`config.mk`:
```
export PLATFORM = sky130hd
export DESIGN_NAME = keypad_autorepeat_event_select_flat
export DESIGN_NICKNAME = d
export VERILOG_FILES = /design/src/sv/kaes_pkg.sv /design/src/sv/kaes_ifs.sv /design/src/sv/kaes_cfg_regs.sv /design/src/sv/kaes_event_logic.sv /design/src/sv/keypad_autorepeat_event_select.sv /design/src/flat_wrapper.sv
export SDC_FILE = /design/constraint.sdc
export NUM_CORES = 1
export LEC_CHECK = 0
export BUFFER_PORTS_ARGS = -buffer_cell sky130_fd_sc_hd__buf_2
export CAP_MARGIN = 0
export CORE_MARGIN = 2
export CORE_UTILIZATION = 50
export DETAILED_ROUTE_END_ITERATION = 16
export PLACE_DENSITY = 0.71
export RECOVER_POWER = 25
export SYNTH_ARGS = -nofsm -noshare
export SYNTH_HDL_FRONTEND = slang
export SYNTH_SLANG_ARGS = --single-unit
```
`constraint.sdc`:
```
create_clock -name clk -period 4.14 [get_ports clk]
set_clock_uncertainty 0.15 [all_clocks]
set_input_delay 0.414 -clock clk [delete_from_list [all_inputs] [get_ports clk]]
set_output_delay 0.414 -clock clk [all_outputs]
set_load 0.05 [all_outputs]
```
`src/sv/kaes_pkg.sv`:
```
`default_nettype none

package kaes_pkg;

    // Input word layout of the button masks
    localparam int unsigned BIT_RIGHT = 0;
    localparam int unsigned BIT_LEFT  = 1;
    localparam int unsigned BIT_UP    = 2;
    localparam int unsigned BIT_DOWN  = 3;
    localparam int unsigned BIT_A     = 4;
    localparam int unsigned BIT_B     = 5;
    localparam int unsigned BIT_START = 7;
    localparam int unsigned DIR_BITS  = 4;

    localparam logic [7:0] HOLD_MAX = 8'hFF;

    // Commands
    localparam logic CMD_STEP  = 1'b0;
    localparam logic CMD_CLEAR = 1'b1;

    // Event codes
    localparam logic [3:0] EV_NONE     = 4'd0;
    localparam logic [3:0] EV_CONFIRM  = 4'd1;
    localparam logic [3:0] EV_ESCAPE   = 4'd2;
    localparam logic [3:0] EV_HELP     = 4'd3;
    localparam logic [3:0] EV_UP       = 4'd4;
    localparam logic [3:0] EV_DOWN     = 4'd5;
    localparam logic [3:0] EV_LEFT     = 4'd6;
    localparam logic [3:0] EV_RIGHT    = 4'd7;
    localparam logic [3:0] EV_ROW      = 4'd8;
    localparam logic [3:0] EV_SHOW     = 4'd9;
    localparam logic [3:0] EV_INJECTED = 4'd10;

    // Configuration register indexes
    localparam int unsigned CFG_IDX_W = 2;
    localparam logic [CFG_IDX_W-1:0] REG_REPEAT_DELAY       = 2'd0;
    localparam logic [CFG_IDX_W-1:0] REG_REPEAT_PERIOD_LOG2 = 2'd1;
    localparam logic [CFG_IDX_W-1:0] REG_SHOW_IDLE_LEN      = 2'd2;

    // Configuration reset values
    localparam logic [7:0] RST_REPEAT_DELAY       = 8'd12;
    localparam logic [2:0] RST_REPEAT_PERIOD_LOG2 = 3'd2;
    localparam logic [7:0] RST_SHOW_IDLE_LEN      = 8'd8;

    typedef struct packed {
        logic       cmd;
        logic [7:0] pushed_key;
        logic [7:0] pressed;
        logic [7:0] held;
        logic       show_req;
        logic       row_req;
    } item_t;

    typedef struct packed {
        logic [3:0] event_res;
        logic [7:0] key_value;
    } result_t;

    typedef struct packed {
        logic [CFG_IDX_W-1:0] index;
        logic [7:0]           wdata;
    } cfg_word_t;

    typedef struct packed {
        logic [7:0] repeat_delay;
        logic [2:0] repeat_period_log2;
        logic [7:0] show_idle_len;
    } cfg_t;

    typedef struct packed {
        logic [DIR_BITS-1:0] repeat_dirs;
        logic [7:0]          hold_count;
        logic [7:0]          idle_count;
    } state_t;

endpackage

`default_nettype wire

```
`src/sv/kaes_ifs.sv`:
```
`default_nettype none

interface kaes_item_if;
    import kaes_pkg::*;
    logic  valid;
    logic  ready;
    item_t data;
    modport source (output valid, output data, input ready);
    modport sink   (input valid, input data, output ready);
endinterface

interface kaes_result_if;
    import kaes_pkg::*;
    logic    valid;
    logic    ready;
    result_t data;
    modport source (output valid, output data, input ready);
    modport sink   (input valid, input data, output ready);
endinterface

interface kaes_cfg_if;
    import kaes_pkg::*;
    logic      valid;
    logic      ready;
    cfg_word_t data;
    modport source (output valid, output data, input ready);
    modport sink   (input valid, input data, output ready);
endinterface

`default_nettype wire

```
`src/sv/kaes_cfg_regs.sv`:
```
`default_nettype none

module kaes_cfg_regs (
    input  logic          clk,
    input  logic          rst_n,
    kaes_cfg_if.sink      cfg,
    output kaes_pkg::cfg_t cfg_q
);
    import kaes_pkg::*;

    cfg_t cfg_reg;
    cfg_t cfg_next;

    assign cfg.ready = 1'b1;
    assign cfg_q     = cfg_reg;

    always_comb
    begin
        cfg_next = cfg_reg;
        if (cfg.valid)
        begin
            case (cfg.data.index)
                REG_REPEAT_DELAY:       cfg_next.repeat_delay       = cfg.data.wdata;
                REG_REPEAT_PERIOD_LOG2: cfg_next.repeat_period_log2 = cfg.data.wdata[2:0];
                REG_SHOW_IDLE_LEN:      cfg_next.show_idle_len      = cfg.data.wdata;
                default:                cfg_next = cfg_reg;  // unmapped index: drop
            endcase
        end
    end

    always_ff @(posedge clk or negedge rst_n)
    begin
        if (!rst_n)
        begin
            cfg_reg.repeat_delay       <= RST_REPEAT_DELAY;
            cfg_reg.repeat_period_log2 <= RST_REPEAT_PERIOD_LOG2;
            cfg_reg.show_idle_len      <= RST_SHOW_IDLE_LEN;
        end
        else
        begin
            cfg_reg <= cfg_next;
        end
    end

endmodule

`default_nettype wire

```
`src/sv/kaes_event_logic.sv`:
```
`default_nettype none

module kaes_event_logic (
    input  kaes_pkg::item_t   item_data,
    input  kaes_pkg::cfg_t    cfg_q,
    input  kaes_pkg::state_t  state_cur,
    output kaes_pkg::result_t res,
    output kaes_pkg::state_t  state_next
);
    import kaes_pkg::*;

    logic [DIR_BITS-1:0] held_dirs;
    logic [DIR_BITS-1:0] press_dirs;
    logic [7:0]          hold_upd;
    logic [7:0]          period_mask;
    logic [7:0]          idle_inc;
    logic                repeat_due;

    assign held_dirs   = item_data.held[DIR_BITS-1:0];
    assign press_dirs  = item_data.pressed[DIR_BITS-1:0];
    assign period_mask = (8'd1 << cfg_q.repeat_period_log2) - 8'd1;
    assign idle_inc    = state_cur.idle_count + 8'd1;

    // Hold count after this frame when a direction is down
    always_comb
    begin
        if (held_dirs != state_cur.repeat_dirs)
            hold_upd = 8'd0;
        else if (state_cur.hold_count != HOLD_MAX)
            hold_upd = state_cur.hold_count + 8'd1;
        else
            hold_upd = state_cur.hold_count;
    end

    assign repeat_due = (hold_upd >= cfg_q.repeat_delay) && ((hold_upd & period_mask) == 8'd0);

    always_comb
    begin
        logic [DIR_BITS-1:0] move;
        move       = '0;
        state_next = state_cur;
        res        = '{event_res: EV_NONE, key_value: 8'd0};

        if (item_data.cmd == CMD_CLEAR)
        begin
            state_next = '0;
        end
        else if (item_data.pushed_key != 8'd0)
        begin
            res.event_res = EV_INJECTED;
            res.key_value = item_data.pushed_key;
        end
        else if (item_data.pressed[BIT_A])
        begin
            state_next.idle_count = 8'd0;
            res.event_res         = EV_CONFIRM;
        end
        else if (item_data.pressed[BIT_B])
        begin
            state_next.idle_count = 8'd0;
            res.event_res         = EV_ESCAPE;
        end
        else if (item_data.pressed[BIT_START])
        begin
            state_next.idle_count = 8'd0;
            res.event_res         = EV_HELP;
        end
        else
        begin
            if (held_dirs != '0)
            begin
                state_next.repeat_dirs = held_dirs;
                state_next.hold_count  = hold_upd;
                state_next.idle_count  = 8'd0;
                if (press_dirs != '0)
                    move = press_dirs;
                else if (repeat_due)
                    move = held_dirs;
            end
            else
            begin
                state_next.repeat_dirs = '0;
                state_next.hold_count  = 8'd0;
                move                   = press_dirs;
            end

            if (move != '0)
            begin
                state_next.idle_count = 8'd0;
                if (move[BIT_UP])
                    res.event_res = EV_UP;
                else if (move[BIT_DOWN])
                    res.event_res = EV_DOWN;
                else if (move[BIT_LEFT])
                    res.event_res = EV_LEFT;
                else
                    res.event_res = EV_RIGHT;
            end
            else if (item_data.row_req)
            begin
                res.event_res = EV_ROW;
            end
            else if (item_data.show_req && (item_data.held == 8'd0))
            begin
                if (idle_inc >= cfg_q.show_idle_len)
                begin
                    state_next.idle_count = 8'd0;
                    res.event_res         = EV_SHOW;
                end
                else
                begin
                    state_next.idle_count = idle_inc;
                end
            end
            else if (!item_data.show_req)
            begin
                state_next.idle_count = 8'd0;
            end
        end
    end

endmodule

`default_nettype wire

```
`src/sv/keypad_autorepeat_event_select.sv`:
```
// An accepted input word waits in the input register; its event then moves into the result register
// once that is free, and the result side takes it from there (input register, then result register).
// Throughput: one word per cycle, sustained while the result side takes a word each cycle.
// The result register frees as it drains, so a new input word is taken alongside a pending result.
// Reset: rst_n (async, active low) empties both stages, zeroes repeat/hold/idle state and
// loads repeat_delay 12, repeat_period_log2 2, show idle length 8.
`default_nettype none

module keypad_autorepeat_event_select (
    input  logic          clk,
    input  logic          rst_n,
    kaes_item_if.sink     item,
    kaes_result_if.source result,
    kaes_cfg_if.sink      cfg
);
    import kaes_pkg::*;

    // Input stage: holds one frame word until the result register can take its event
    logic    stage_valid_reg;
    logic    stage_valid_next;
    item_t   stage_item_reg;

    // Result stage
    logic    out_valid_reg;
    logic    out_valid_next;
    result_t out_data_reg;

    // Repeat and idle tracking, updated as a word moves from input to result stage
    state_t  state_reg;
    state_t  state_next;
    state_t  state_calc;

    cfg_t    cfg_q;
    result_t res_calc;

    logic    out_free;
    logic    advance;
    logic    take_in;

    kaes_cfg_regs u_cfg_regs (
        .clk   (clk),
        .rst_n (rst_n),
        .cfg   (cfg),
        .cfg_q (cfg_q)
    );

    kaes_event_logic u_event_logic (
        .item_data  (stage_item_reg),
        .cfg_q      (cfg_q),
        .state_cur  (state_reg),
        .res        (res_calc),
        .state_next (state_calc)
    );

    // Result register is free when empty or being drained this cycle
    assign out_free = !out_valid_reg || result.ready;
    // Advance the held frame word into the result register
    assign advance  = stage_valid_reg && out_free;
    // Input stage takes a word when empty or when its word advances
    assign item.ready = !stage_valid_reg || advance;
    assign take_in    = item.valid && item.ready;

    assign result.valid = out_valid_reg;
    assign result.data  = out_data_reg;

    always_comb
    begin
        stage_valid_next = stage_valid_reg;
        if (take_in)
            stage_valid_next = 1'b1;
        else if (advance)
            stage_valid_next = 1'b0;

        out_valid_next = out_valid_reg;
        if (advance)
            out_valid_next = 1'b1;
        else if (result.ready)
            out_valid_next = 1'b0;

        // Commit state only when the word's event is actually produced
        state_next = advance ? state_calc : state_reg;
    end

    always_ff @(posedge clk or negedge rst_n)
    begin
        if (!rst_n)
        begin
            stage_valid_reg <= 1'b0;
            out_valid_reg   <= 1'b0;
            state_reg       <= '0;
        end
        else
        begin
            stage_valid_reg <= stage_valid_next;
            out_valid_reg   <= out_valid_next;
            state_reg       <= state_next;
        end
    end

    // Payload registers: no reset needed
    always_ff @(posedge clk)
    begin
        if (take_in)
            stage_item_reg <= item.data;
        if (advance)
            out_data_reg <= res_calc;
    end

`ifndef SYNTHESIS
    // A clear command leaves all tracking state at zero
    assert property (@(posedge clk) disable iff (!rst_n)
        (advance && stage_item_reg.cmd == CMD_CLEAR) |=> (state_reg == '0))
        else $error("state not cleared after clear command");

    // An injected key leaves tracking state untouched
    assert property (@(posedge clk) disable iff (!rst_n)
        (advance && stage_item_reg.cmd == CMD_STEP && stage_item_reg.pushed_key != 8'd0)
        |=> $stable(state_reg))
        else $error("injected key changed state");

    // A nonzero hold count implies a held direction mask
    assert property (@(posedge clk) disable iff (!rst_n)
        (state_reg.hold_count != 8'd0) |-> (state_reg.repeat_dirs != '0))
        else $error("hold count running with no direction held");

    // Key value is carried exactly on injected events
    assert property (@(posedge clk) disable iff (!rst_n)
        out_valid_reg |->
        ((out_data_reg.event_res == EV_INJECTED) == (out_data_reg.key_value != 8'd0)))
        else $error("key value does not match event code");
`endif

endmodule

`default_nettype wire

```
`src/flat_wrapper.sv`:
```
// flat-port wrapper written by rule: the top's interface ports become plain ports
module keypad_autorepeat_event_select_flat import kaes_pkg::*;
  (clk, rst_n, item_valid, item_data, item_ready, result_valid, result_data, result_ready, cfg_valid, cfg_data, cfg_ready);
  kaes_item_if item_i ();
  kaes_result_if result_i ();
  kaes_cfg_if cfg_i ();
  input  logic clk;
  input  logic rst_n;
  input wire logic [$bits(item_i.valid)-1:0] item_valid;
  input wire logic [$bits(item_i.data)-1:0] item_data;
  output wire logic [$bits(item_i.ready)-1:0] item_ready;
  output wire logic [$bits(result_i.valid)-1:0] result_valid;
  output wire logic [$bits(result_i.data)-1:0] result_data;
  input wire logic [$bits(result_i.ready)-1:0] result_ready;
  input wire logic [$bits(cfg_i.valid)-1:0] cfg_valid;
  input wire logic [$bits(cfg_i.data)-1:0] cfg_data;
  output wire logic [$bits(cfg_i.ready)-1:0] cfg_ready;
  assign item_i.valid = item_valid;
  assign item_i.data = item_data;
  assign item_ready = item_i.ready;
  assign result_valid = result_i.valid;
  assign result_data = result_i.data;
  assign result_i.ready = result_ready;
  assign cfg_i.valid = cfg_valid;
  assign cfg_i.data = cfg_data;
  assign cfg_ready = cfg_i.ready;
  keypad_autorepeat_event_select u_core (.clk(clk), .rst_n(rst_n), .item(item_i), .result(result_i), .cfg(cfg_i));
endmodule
```
==> results of run 1 <==
-- area by class of cell --
cell class / instances / area (um2)
Multi-Input combinational cell: 264 / 1780
Inverter: 26 / 97.6
Sequential cell: 79 / 2170
Clock inverter: 7 / 80.1
Tap cell: 105 / 131
Timing Repair Buffer: 55 / 272
Fill cell: 695 / 3440
Clock buffer: 9 / 124
-- cell usage after synthesis, types with 4 or more instances --
master    number  area (um2)
nor4_1         6        37.5
a31o_2         5        43.8
o21ai_0       24         120
nor3_1         7        35.0
and2_1         4        25.0
nor2_1        27         101
and3_1         9        56.3
nor2b_1        9        56.3
ha_1          17         213
dfrtp_1       37         926
nand2b_1       9        56.3
dfstp_2        4         105
edfxtp_1      38        1140
nand3_1        5        25.0
a22o_1         4        35.0
xnor2_1        7        61.3
a31oi_1        6        37.5
inv_1         26        97.6
xor2_1         6        52.6
nand2_1       34         128
mux2_2        14         158
clkbuf_1       8        30.0
a21oi_1       18        90.1
a22oi_1        4        30.0
-- metal layers --
metal	vias up	GRT usage [%]
met5	-	0
met4	0	9.66
met3	13	4.47
met2	70	30.2
met1	1435	25.4
li1	1511	-
-- stage by stage --
| stage | instances | hold slack [ns] |
|---|---|---|
| 2_1_floorplan | 381 | -0.0316 |
| 3_3_place_gp | 529 | 0.321 |
| 3_5_place_dp | 529 | 0.345 |
| 4_1_cts | 545 | 0.0569 |
| 5_1_grt | 545 | 0.0557 |
| 6_report | 545 | 0.0776 |
-- worst paths after layout --
check,end,start,cells past startpoint
worst max register to register,u_core.result.data[9],u_core.state_reg[8],13
worst min-delay path,u_core.stage_item_reg[17],item_data[17],1
worst max-delay path,u_core.result.data[9],u_core.state_reg[8],13
min in group asynchronous,u_core.result.valid,rst_n,1
worst min register to register,u_core.state_reg[19],u_core.state_reg[19],2
max in group asynchronous,u_core.state_reg[0],rst_n,1
-- report_power, final --
part | internal, W | leakage [nW] | switching (W) | total, W
registers | 0.000898 | 0.889 | 0.0000468 | 0.000945
logic | 0.000101 | 0.998 | 0.000157 | 0.000258
clock network | 0.000284 | 0.0964 | 0.000296 | 0.000581
total | 0.00128 | 1.98 | 0.000500 | 0.00178
-- critical path, stage by stage, from the launching register on --
cell       delay, ns
dfrtp_1         0.47
ha_1            0.34
nand4_1         0.30
xor2_1          0.22
nand2_1         0.07
ha_1            0.27
nand2b_1        0.09
a21oi_1         0.09
a2bb2o_1        0.26
a31oi_1         0.08
o311ai_1        0.27
o2111ai_1       0.29
o41a_1          0.46
a311oi_2        0.26
-- cell families after synthesis --
| family | Yosys count | synth area share [%] |
|---|---|---|
| flip-flops | 79 | 52.9 |
| multiplexers | 17 | 4.57 |
| XOR/XNOR | 13 | 2.77 |
| AND/OR/NAND/NOR | 126 | 15.8 |
| adder cells (fa/ha/maj) | 17 | 5.18 |
| other | 1 | 0.0913 |
| AO/OA/AOI/OAI | 90 | 14.9 |
| buffers and inverters | 38 | 3.81 |
==> results by group, run 1 <==
Outcome
  • Status: finished, violations left
  • Failing checks: capacitance limit, slew limit

Routing
  • DRC Markers: 0
  • DRT iter0 DRCs: 89
  • Met2 wire length: between 3000 and 4000 um
  • Metal-1 WL: ~3700 um
  • Avg WL per Cell: 14.6 um
  • Antenna-violating nets left: 0
  • Via count: between 3000 and 4000
  • Highest routed layer: met4
  • WL met3: approximately 320 um
  • Pre-antenna DRT Iters: 4
  • Wirelength, routed: 7970 um
  • Drt via density: between 5 and 6

Power
  • Peak supply drop: about 0.00024 V
  • Final Power: 0.00178 W
  • LEAKAGE: slightly below 2 nW
  • Power Dens Cells: 383 mW/mm2

Run
  • Max-Cap Viols: 1

STA
  • Max-slew violations: 42
  • Fin worst setup slack: around 0.32 ns
  • Final min period: around 3.8 ns
  • Setup violators final: 0
  • Hold Fails Final Rpt: 0
  • Slew margin rel.: -54.6%
  • Crit share post-route: roughly 92%
  • Setup_tns: 0 ns
  • RSZ-0062 raised after global routing: false
  • Max frequency: around 260 MHz
  • Slew @ Worst Pin: between 2 and 2.5 ns

Synth
  • Mean Syn Cell Area: roughly 11 um2
  • Synth unique cells: around 60
  • Top_reg_cell synth: edfxtp_1
  • Post-synthesis cell count: 381
  • Mapped cell area: roughly 0.0041 mm2
  • FF+latch count, synth: just under 80
  • Syn nets: 440
  • Synthesis warning total: 0
  • Register area share after synthesis: between 50% and 60%
  • Async SR Flop Fraction: roughly half
  • EDFF count, synth: 38

Clock network
  • Sink Count: between 70 and 80
  • Clock Path Buffers: 2
  • Reg clk slew, reported paths: roughly 0.09 ns
  • H-tree depth: 3
  • Total CTS buffers: 9
  • Post_cts resized: 0
  • Post-CTS Setup Bufs: 0
  • Post-CTS Hold Fix Bufs: 0
  • Latest clock arrival within the worst-skew pair: roughly 0.35 ns
  • CTS root buf: clkbuf_8
  • CTS tree: yes

Floorplan
  • Initial core utilization: roughly half
  • Row count: 33
  • # IOs: between 50 and 60
  • DIE WIDTH: about 95 um
  • Die H: 94.6 um
  • Die area: 0.00896 mm2
  • Core area: between 0.008 and 0.009 mm2

Global routing
  • Grt ovf: 0
  • Initial antenna violation count: 0
  • Largest net degree at the start of global routing: between 40 and 50
  • Number of global-route vias before repair: 2901
  • Tot GR Track Use: slightly below 20%
  • First-pass GRT wire length: between 10000 and 15000 um

Final layout
  • Antenna cells: 0
  • Commonest non-fill, non-tap cell in the layout: buf_2
  • Commonest non-fill, non-tap cells in the layout: buf_2, edfxtp_1, dfrtp_1
  • Layout overhead on the synthesized area: 13.3%
  • Largest register FFs: 26
  • Post-Route Utilization: a little under three fifths
  • Share of layout cells above drive strength 1: 21.6%
  • Fin area: between 0.004 and 0.005 mm2
  • Final net count: 494

Worst setup path
  • Crit start category: flip-flop
  • R2R Setup Slk: around 0.32 ns
  • Critical Path AT: around 3.8 ns
  • Critical setup path kind: reg2reg
  • CP required: 4.16 ns
  • CP Capture Type: flip-flop
  • CP max FO: 8

Placement
  • Routability-driven placement congestion ratio: 0.846
  • Post-DP HPWL: a little under 6000 um
  • Pre-CTS setup slack: approximately 0.4 ns
  • Port Buf Inserts: 54
  • Placed cell area: 0.00446 mm2

Hold path
  • Worst min path class: in2reg
Note: power is estimated with default switching activity, not from simulation.
==> run 2: changes to the inputs <==
--- a/config.mk
+++ b/config.mk
@@ -12,6 +12,7 @@
 export DETAILED_ROUTE_END_ITERATION = 16
 export PLACE_DENSITY = 0.71
 export RECOVER_POWER = 25
+export SETUP_SLACK_MARGIN = 0.5
 export SYNTH_ARGS = -nofsm -noshare
 export SYNTH_HDL_FRONTEND = slang
 export SYNTH_SLANG_ARGS = --single-unit
==> run 2 against run 1 <==
Effect of this change:
- the flow still finishes with violations (capacitance limit, slew limit)
- worst setup slack improved by 0.32 ns
- critical path depth rose by 1
- wire length rose by 3.5%
- fmax rose by 9.2%
- total power rose by 0.19%
- design area rose by 3.4%
- via count rose by 3.2%
- first-iteration DRC count rose by 11%
- count of clock-buffer cells in the layout did not move
- critical endpoint is now u_core.result.data[8]
- largest power group unchanged
==> results by group, run 2 (synthesized netlist as in run 1, its figures left out) <==
Outcome
  • Status: finished, violations left
  • Failing checks: capacitance limit, slew limit

Power
  • Cell Int Power: 0.00129 W
  • Switching portion of total power: between 20% and 30%
  • Power Dens Cells: ~370 mW/mm2
  • Peak supply drop: 0.000244 V
  • Net Switching: roughly 0.00050 W
  • Seq pwr share: between 50% and 60%
  • Comb power frac: ~15%
  • LEAKAGE: roughly 2 nW
  • Clock Power Share: between 30% and 40%
  • Final Power: 0.00179 W

Clock network
  • Reg clk slew, reported paths: ~0.080 ns
  • Post-CTS Hold Fix Bufs: 0
  • Sink Count: 79
  • CTS tree: yes
  • Total CTS buffers: 9
  • Latest clock arrival within the worst-skew pair: between 0.3 and 0.4 ns
  • CTS root buf: clkbuf_8
  • Clock Path Buffers: 2
  • H-tree depth: 3

STA
  • Hold Slack: just under 0.08 ns
  • Max-slew violations: 42
  • RSZ-0062 raised after global routing: false
  • Slew @ Worst Pin: about 2.3 ns
  • Max frequency: ~290 MHz
  • Final min period: 3.50 ns
  • Crit share post-route: between 80% and 90%
  • Slew margin rel.: -53.4%
  • Setup violators final: 0
  • Hold Fails Final Rpt: 0
  • Setup_tns: 0 ns

Worst setup path
  • Slowest cell on the critical path: dfrtp_2
  • Worst r2r path cells: 14
  • Buffer and inverter count on the worst path: 1
  • Crit Reg-Reg Endpoint: u_core.result.data[8]
  • CP Capture Type: flip-flop
  • Crit Reg-Reg Startpoint: u_core.state_reg[10]
  • CP required: 4.21 ns
  • Worst-path cell chain: and3_2, and3_1, nand3_1, o21ai_1, nor2_1, ha_1, a21oi_1, a2111oi_0, o21ai_0, o311ai_1, o2111ai_2, buf_4, nor4_1, o221a_2
  • CP peak stage delay: about 0.44 ns
  • Critical Path AT: around 3.6 ns
  • CP max FO: 9
  • CP top delay family: compound AO/OA/AOI/OAI gates
  • Crit start category: flip-flop
  • R2R Setup Slk: between 0.6 and 0.7 ns
  • Critical setup path kind: reg2reg

Final layout
  • Layout fillers: about 690
  • Final net count: between 500 and 600
  • Commonest non-fill, non-tap cells in the layout: buf_2, edfxtp_1, nand2_1
  • Share of layout cells above drive strength 1: a little over a quarter
  • Largest register FFs: 26
  • Commonest non-fill, non-tap cell in the layout: buf_2
  • Layout overhead on the synthesized area: 17.2%
  • Antenna cells: 0
  • Fin area: 0.00481 mm2
  • Area occupied by multi-input gates: 0.00183 mm2
  • Post-Route Utilization: about three fifths
  • Register area: between 0.002 and 0.0025 mm2

Global routing
  • First-pass GRT wire length: 13300 um
  • Tot GR Track Use: 19.4%
  • Number of global-route vias before repair: between 2000 and 3000
  • Initial antenna violation count: 0
  • Largest net degree at the start of global routing: 42
  • Grt ovf: 0

Routing
  • Via count: 3125
  • DRT iter0 DRCs: 99
  • DRC Markers: 0
  • Drt via density: around 5.6
  • Wirelength, routed: a little over 8000 um
  • Avg WL per Cell: ~15 um
  • Pre-antenna DRT Iters: 4
  • Antenna-violating nets left: 0

Floorplan
  • # IOs: between 50 and 60
  • Core area: 0.00809 mm2
  • DIE WIDTH: approximately 95 um
  • Die area: 0.00896 mm2
  • Row count: 33
  • Die H: approximately 95 um
  • Initial core utilization: between 50% and 60%

Run
  • Max-Cap Viols: 1

Placement
  • Post-DP HPWL: about 5800 um
  • Placed cell area: 0.00446 mm2
  • Port Buf Inserts: between 50 and 60
  • Routability-driven placement congestion ratio: between 0.8 and 0.9

Hold path
  • Worst min path class: in2reg
  • Hold path depth: 1
  • Beginning of the worst hold path: item_data[5]
  • Hold EP: u_core.stage_item_reg[5]
-- run 2: power groups by stage --
stage | combinational (W) | sequential [W] | clock [W]
final | 0.000262 | 0.000945 | 0.000580
after global routing | 0.000295 | 0.000954 | 0.000630
after CTS | 0.000261 | 0.000945 | 0.000598
after detailed placement | 0.000259 | 0.000960 | 0
after global placement | 0.000250 | 0.000957 | 0
after floorplan | 0.000161 | 0.000975 | 0
-- run 2: routing by layer --
metal | vias to the layer above | track usage, % | wire [um]
li1 | 1534 | - | -
met1 | 1482 | 25.4 | 3590
met2 | 96 | 30.5 | 4060
met3 | 13 | 4.47 | 408
met4 | 0 | 9.66 | 196
met5 | - | 0 | 0
-- run 2: how the worst max path moves through the flow --
stage / from / to / slack, ns / depth (start not counted)
2_1_floorplan: u_core.state_reg[8] / u_core.result.data[9] / 0.86 / 13
3_3_place_gp: u_core.state_reg[8] / u_core.result.data[9] / 0.44 / 13
3_5_place_dp: u_core.state_reg[8] / u_core.result.data[9] / 0.40 / 13
4_1_cts: u_core.state_reg[8] / u_core.result.data[9] / 0.46 / 13
5_1_grt: u_core.state_reg[13] / u_core.state_reg[3] / 0.48 / 13
6_report: u_core.state_reg[10] / u_core.result.data[8] / 0.64 / 14
-- run 2: what timing repair did --
| action | 4_1_cts | 5_1_grt |
|---|---|---|
| pin swaps | 1 | 6 |
| resized for setup | 2 | 14 |
| setup buffers | 1 | 12 |
| endpoints found under the setup margin | 9 | 10 |
| hold endpoints to repair | 0 | 0 |
-- run 2: area by class of cell --
cell class                      instances  share of cell area (%)
Timing Repair Buffer                   68                    7.67
Tap cell                              105                    2.73
Multi-Input combinational cell        264                    38.1
Sequential cell                        79                    45.2
Clock buffer                            9                    2.57
Clock inverter                          7                    1.66
Inverter                               26                    2.03
-- run 2: stage by stage --
stage / worst slack, ns / instances
finish: 0.643 / 558
global route: 0.480 / 558
CTS: 0.465 / 546
detailed placement: 0.399 / 529
global placement: 0.444 / 529
floorplan: 0.856 / 381
==> run 3: changes to the inputs <==
==> constraint.sdc (replaced) <==
create_clock -name clk -period 3.25 [get_ports clk]
set_clock_uncertainty 0.15 [all_clocks]
set_input_delay 0.325 -clock clk [delete_from_list [all_inputs] [get_ports clk]]
set_output_delay 0.325 -clock clk [all_outputs]
set_load 0.05 [all_outputs]
==> run 3 against run 2 <==
Effect of this change:
- die area is the same
- critical path type unchanged
- count of clock-buffer cells in the layout unchanged
- fmax up 6.3%
- clock power is 35% higher
- wire length up 28%
- total power up 36%
- the flow finishes with violations (capacitance limit, slew limit, setup timing)
- global-route usage grew 3.7 points
- design area grew 19%
- combinational power is 69% higher
==> results by group, run 3 (synthesized netlist as in run 1, its figures left out) <==
Worst setup path
  • Slowest cell on the critical path: o41a_1
  • Worst-path cell chain: ha_4, nand4_1, buf_4, mux2i_1, nor2_1, ha_1, a21oi_4, a2bb2o_4, a31oi_4, o311ai_2, o2111ai_2, o41a_1, a311oi_2
  • Critical setup path kind: reg2reg
  • Critical Path AT: around 3.3 ns
  • CP Capture Type: flip-flop
  • CP top delay family: compound AO/OA/AOI/OAI gates
  • Buffer and inverter count on the worst path: 1
  • Crit start category: flip-flop
  • Crit path from: u_core.state_reg[9]
  • CP required: ~3.3 ns
  • CP max FO: 4
  • CP peak stage delay: 0.45 ns
  • Crit Reg-Reg Startpoint: u_core.state_reg[9]

Placement
  • Routability-driven placement congestion ratio: just under 0.9
  • Port Buf Inserts: 54
  • Post-DP HPWL: 6220 um
  • Pre-CTS setup slack: -0.163 ns

STA
  • Setup violators final: 1
  • Hold Fails Final Rpt: 0
  • Fin worst setup slack: -0.0391 ns
  • Max frequency: between 300 and 400 MHz
  • Final min period: between 3 and 4 ns
  • Hold Slack: approximately 0.015 ns
  • Max-slew violations: 42
  • Slew @ Worst Pin: about 2.3 ns
  • Crit share post-route: 101%
  • RSZ-0062 raised after global routing: true
  • Slew margin rel.: -55.3%

Routing
  • DRT iter0 DRCs: about 130
  • Pre-antenna DRT Iters: 5
  • DRC Markers: 0
  • Wirelength, routed: around 11000 um
  • Avg WL per Cell: between 15 and 20 um
  • Via count: 3568
  • Drt via density: approximately 5.7
  • Antenna-violating nets left: 0

Clock network
  • CTS root buf: clkbuf_8
  • Total CTS buffers: 9
  • Clock Path Buffers: 2
  • Latest clock arrival within the worst-skew pair: around 0.36 ns
  • CTS tree: yes
  • H-tree depth: 3
  • Sink Count: 79
  • Reg clk slew, reported paths: 0.09 ns

Floorplan
  • DIE WIDTH: around 95 um
  • Row count: 33
  • Core area: 0.00809 mm2
  • Initial core utilization: between 50% and 60%
  • # IOs: between 50 and 60
  • Die H: between 90 and 100 um
  • Die area: between 0.008 and 0.009 mm2

Final layout
  • Final net count: 575
  • Largest register FFs: 26
  • Share of layout cells above drive strength 1: 39.3%
  • Layout overhead on the synthesized area: 39.7%
  • Commonest non-fill, non-tap cells in the layout: buf_2, buf_4, edfxtp_1
  • Antenna cells: 0

Run
  • Max-Cap Viols: 1

Global routing
  • Grt ovf: 0
  • Number of global-route vias before repair: ~3400
  • First-pass GRT wire length: 16100 um
  • Met3 usage: 5.27%
  • Grt peak-use layer: met2
  • Initial antenna violation count: 0
  • M1 GR Usage: between 20 and 30%
  • Tot GR Track Use: 23.1%
  • Largest net degree at the start of global routing: 42
  • Met2 Track Usage GR: between 30% and 40%

Power
  • Peak supply drop: 0.000383 V
  • LEAKAGE: ~2.4 nW
  • Power Dens Cells: between 400 and 500 mW/mm2

Outcome
  • Failing checks: capacitance limit, slew limit, setup timing
  • Status: finished, violations left

Hold path
  • Beginning of the worst hold path: item_valid
  • Worst min path class: in2reg
-- run 3: worst paths after layout --
path                                              end  slack, ns  depth (start not counted)
max                             u_core.result.data[9]      -0.04                         13
min                            u_core.stage_valid_reg       0.02                          2
max reg2reg                     u_core.result.data[9]      -0.04                         13
min reg2reg                u_core.u_cfg_regs.cfg_q[6]       0.37                          1
max in group asynchronous         u_core.state_reg[1]       0.94                          1
min in group asynchronous        u_core.state_reg[10]       0.51                          1
-- run 3: routing by layer --
metal	wire length [um]	vias up
met5	0	-
met4	305	0
li1	-	1682
met1	4440	1730
met3	499	31
met2	5330	125
-- run 3: worst reg2reg max path, delay by kind of cell (launching register included) --
kind,cells,cell delay [ns]
AO/OA/AOI/OAI,7,1.53
adder cells (fa/ha/maj),2,0.51
flip-flops,1,0.43
multiplexers,1,0.20
AND/OR/NAND/NOR,2,0.17
buffers and inverters,1,0.15
-- run 3: cell type report --
class,instances,area [um2]
Timing Repair Buffer,136,956
Clock buffer,9,124
Fill cell,575,2350
Sequential cell,79,2170
Inverter,26,97.6
Clock inverter,7,86.3
Multi-Input combinational cell,264,2170
Tap cell,105,131
-- run 3: stage by stage --
step | std cells | total power (W) | utilization, % | TNS (ns) | instance area, um2
2_1_floorplan | 381 | 0.00146 | - | 0 | 4170
4_1_cts | 619 | 0.00241 | 69.0 | -0.00335 | 5580
3_5_place_dp | 553 | 0.00158 | 57.9 | -0.317 | 4690
5_1_grt | 626 | 0.00253 | 70.9 | -0.551 | 5740
6_report | 626 | 0.00243 | 70.9 | -0.0391 | 5740
3_3_place_gp | 553 | 0.00156 | 57.9 | -0.0230 | 4690
-- run 3: what timing repair did --
action / CTS / global route
setup endpoints to repair: 12 / 18
hold endpoints to repair: 24 / 2
pin swaps: 33 / 15
hold buffers: 24 / 2
buffers inserted: 26 / 5
resized for setup: 54 / 18
-- run 3: power breakdown --
part | internal, W | switching (W) | total, W | leakage [nW]
clock network | 0.000374 | 0.000410 | 0.000783 | 0.105
registers | 0.00114 | 0.0000647 | 0.00121 | 0.886
logic | 0.000194 | 0.000248 | 0.000442 | 1.46
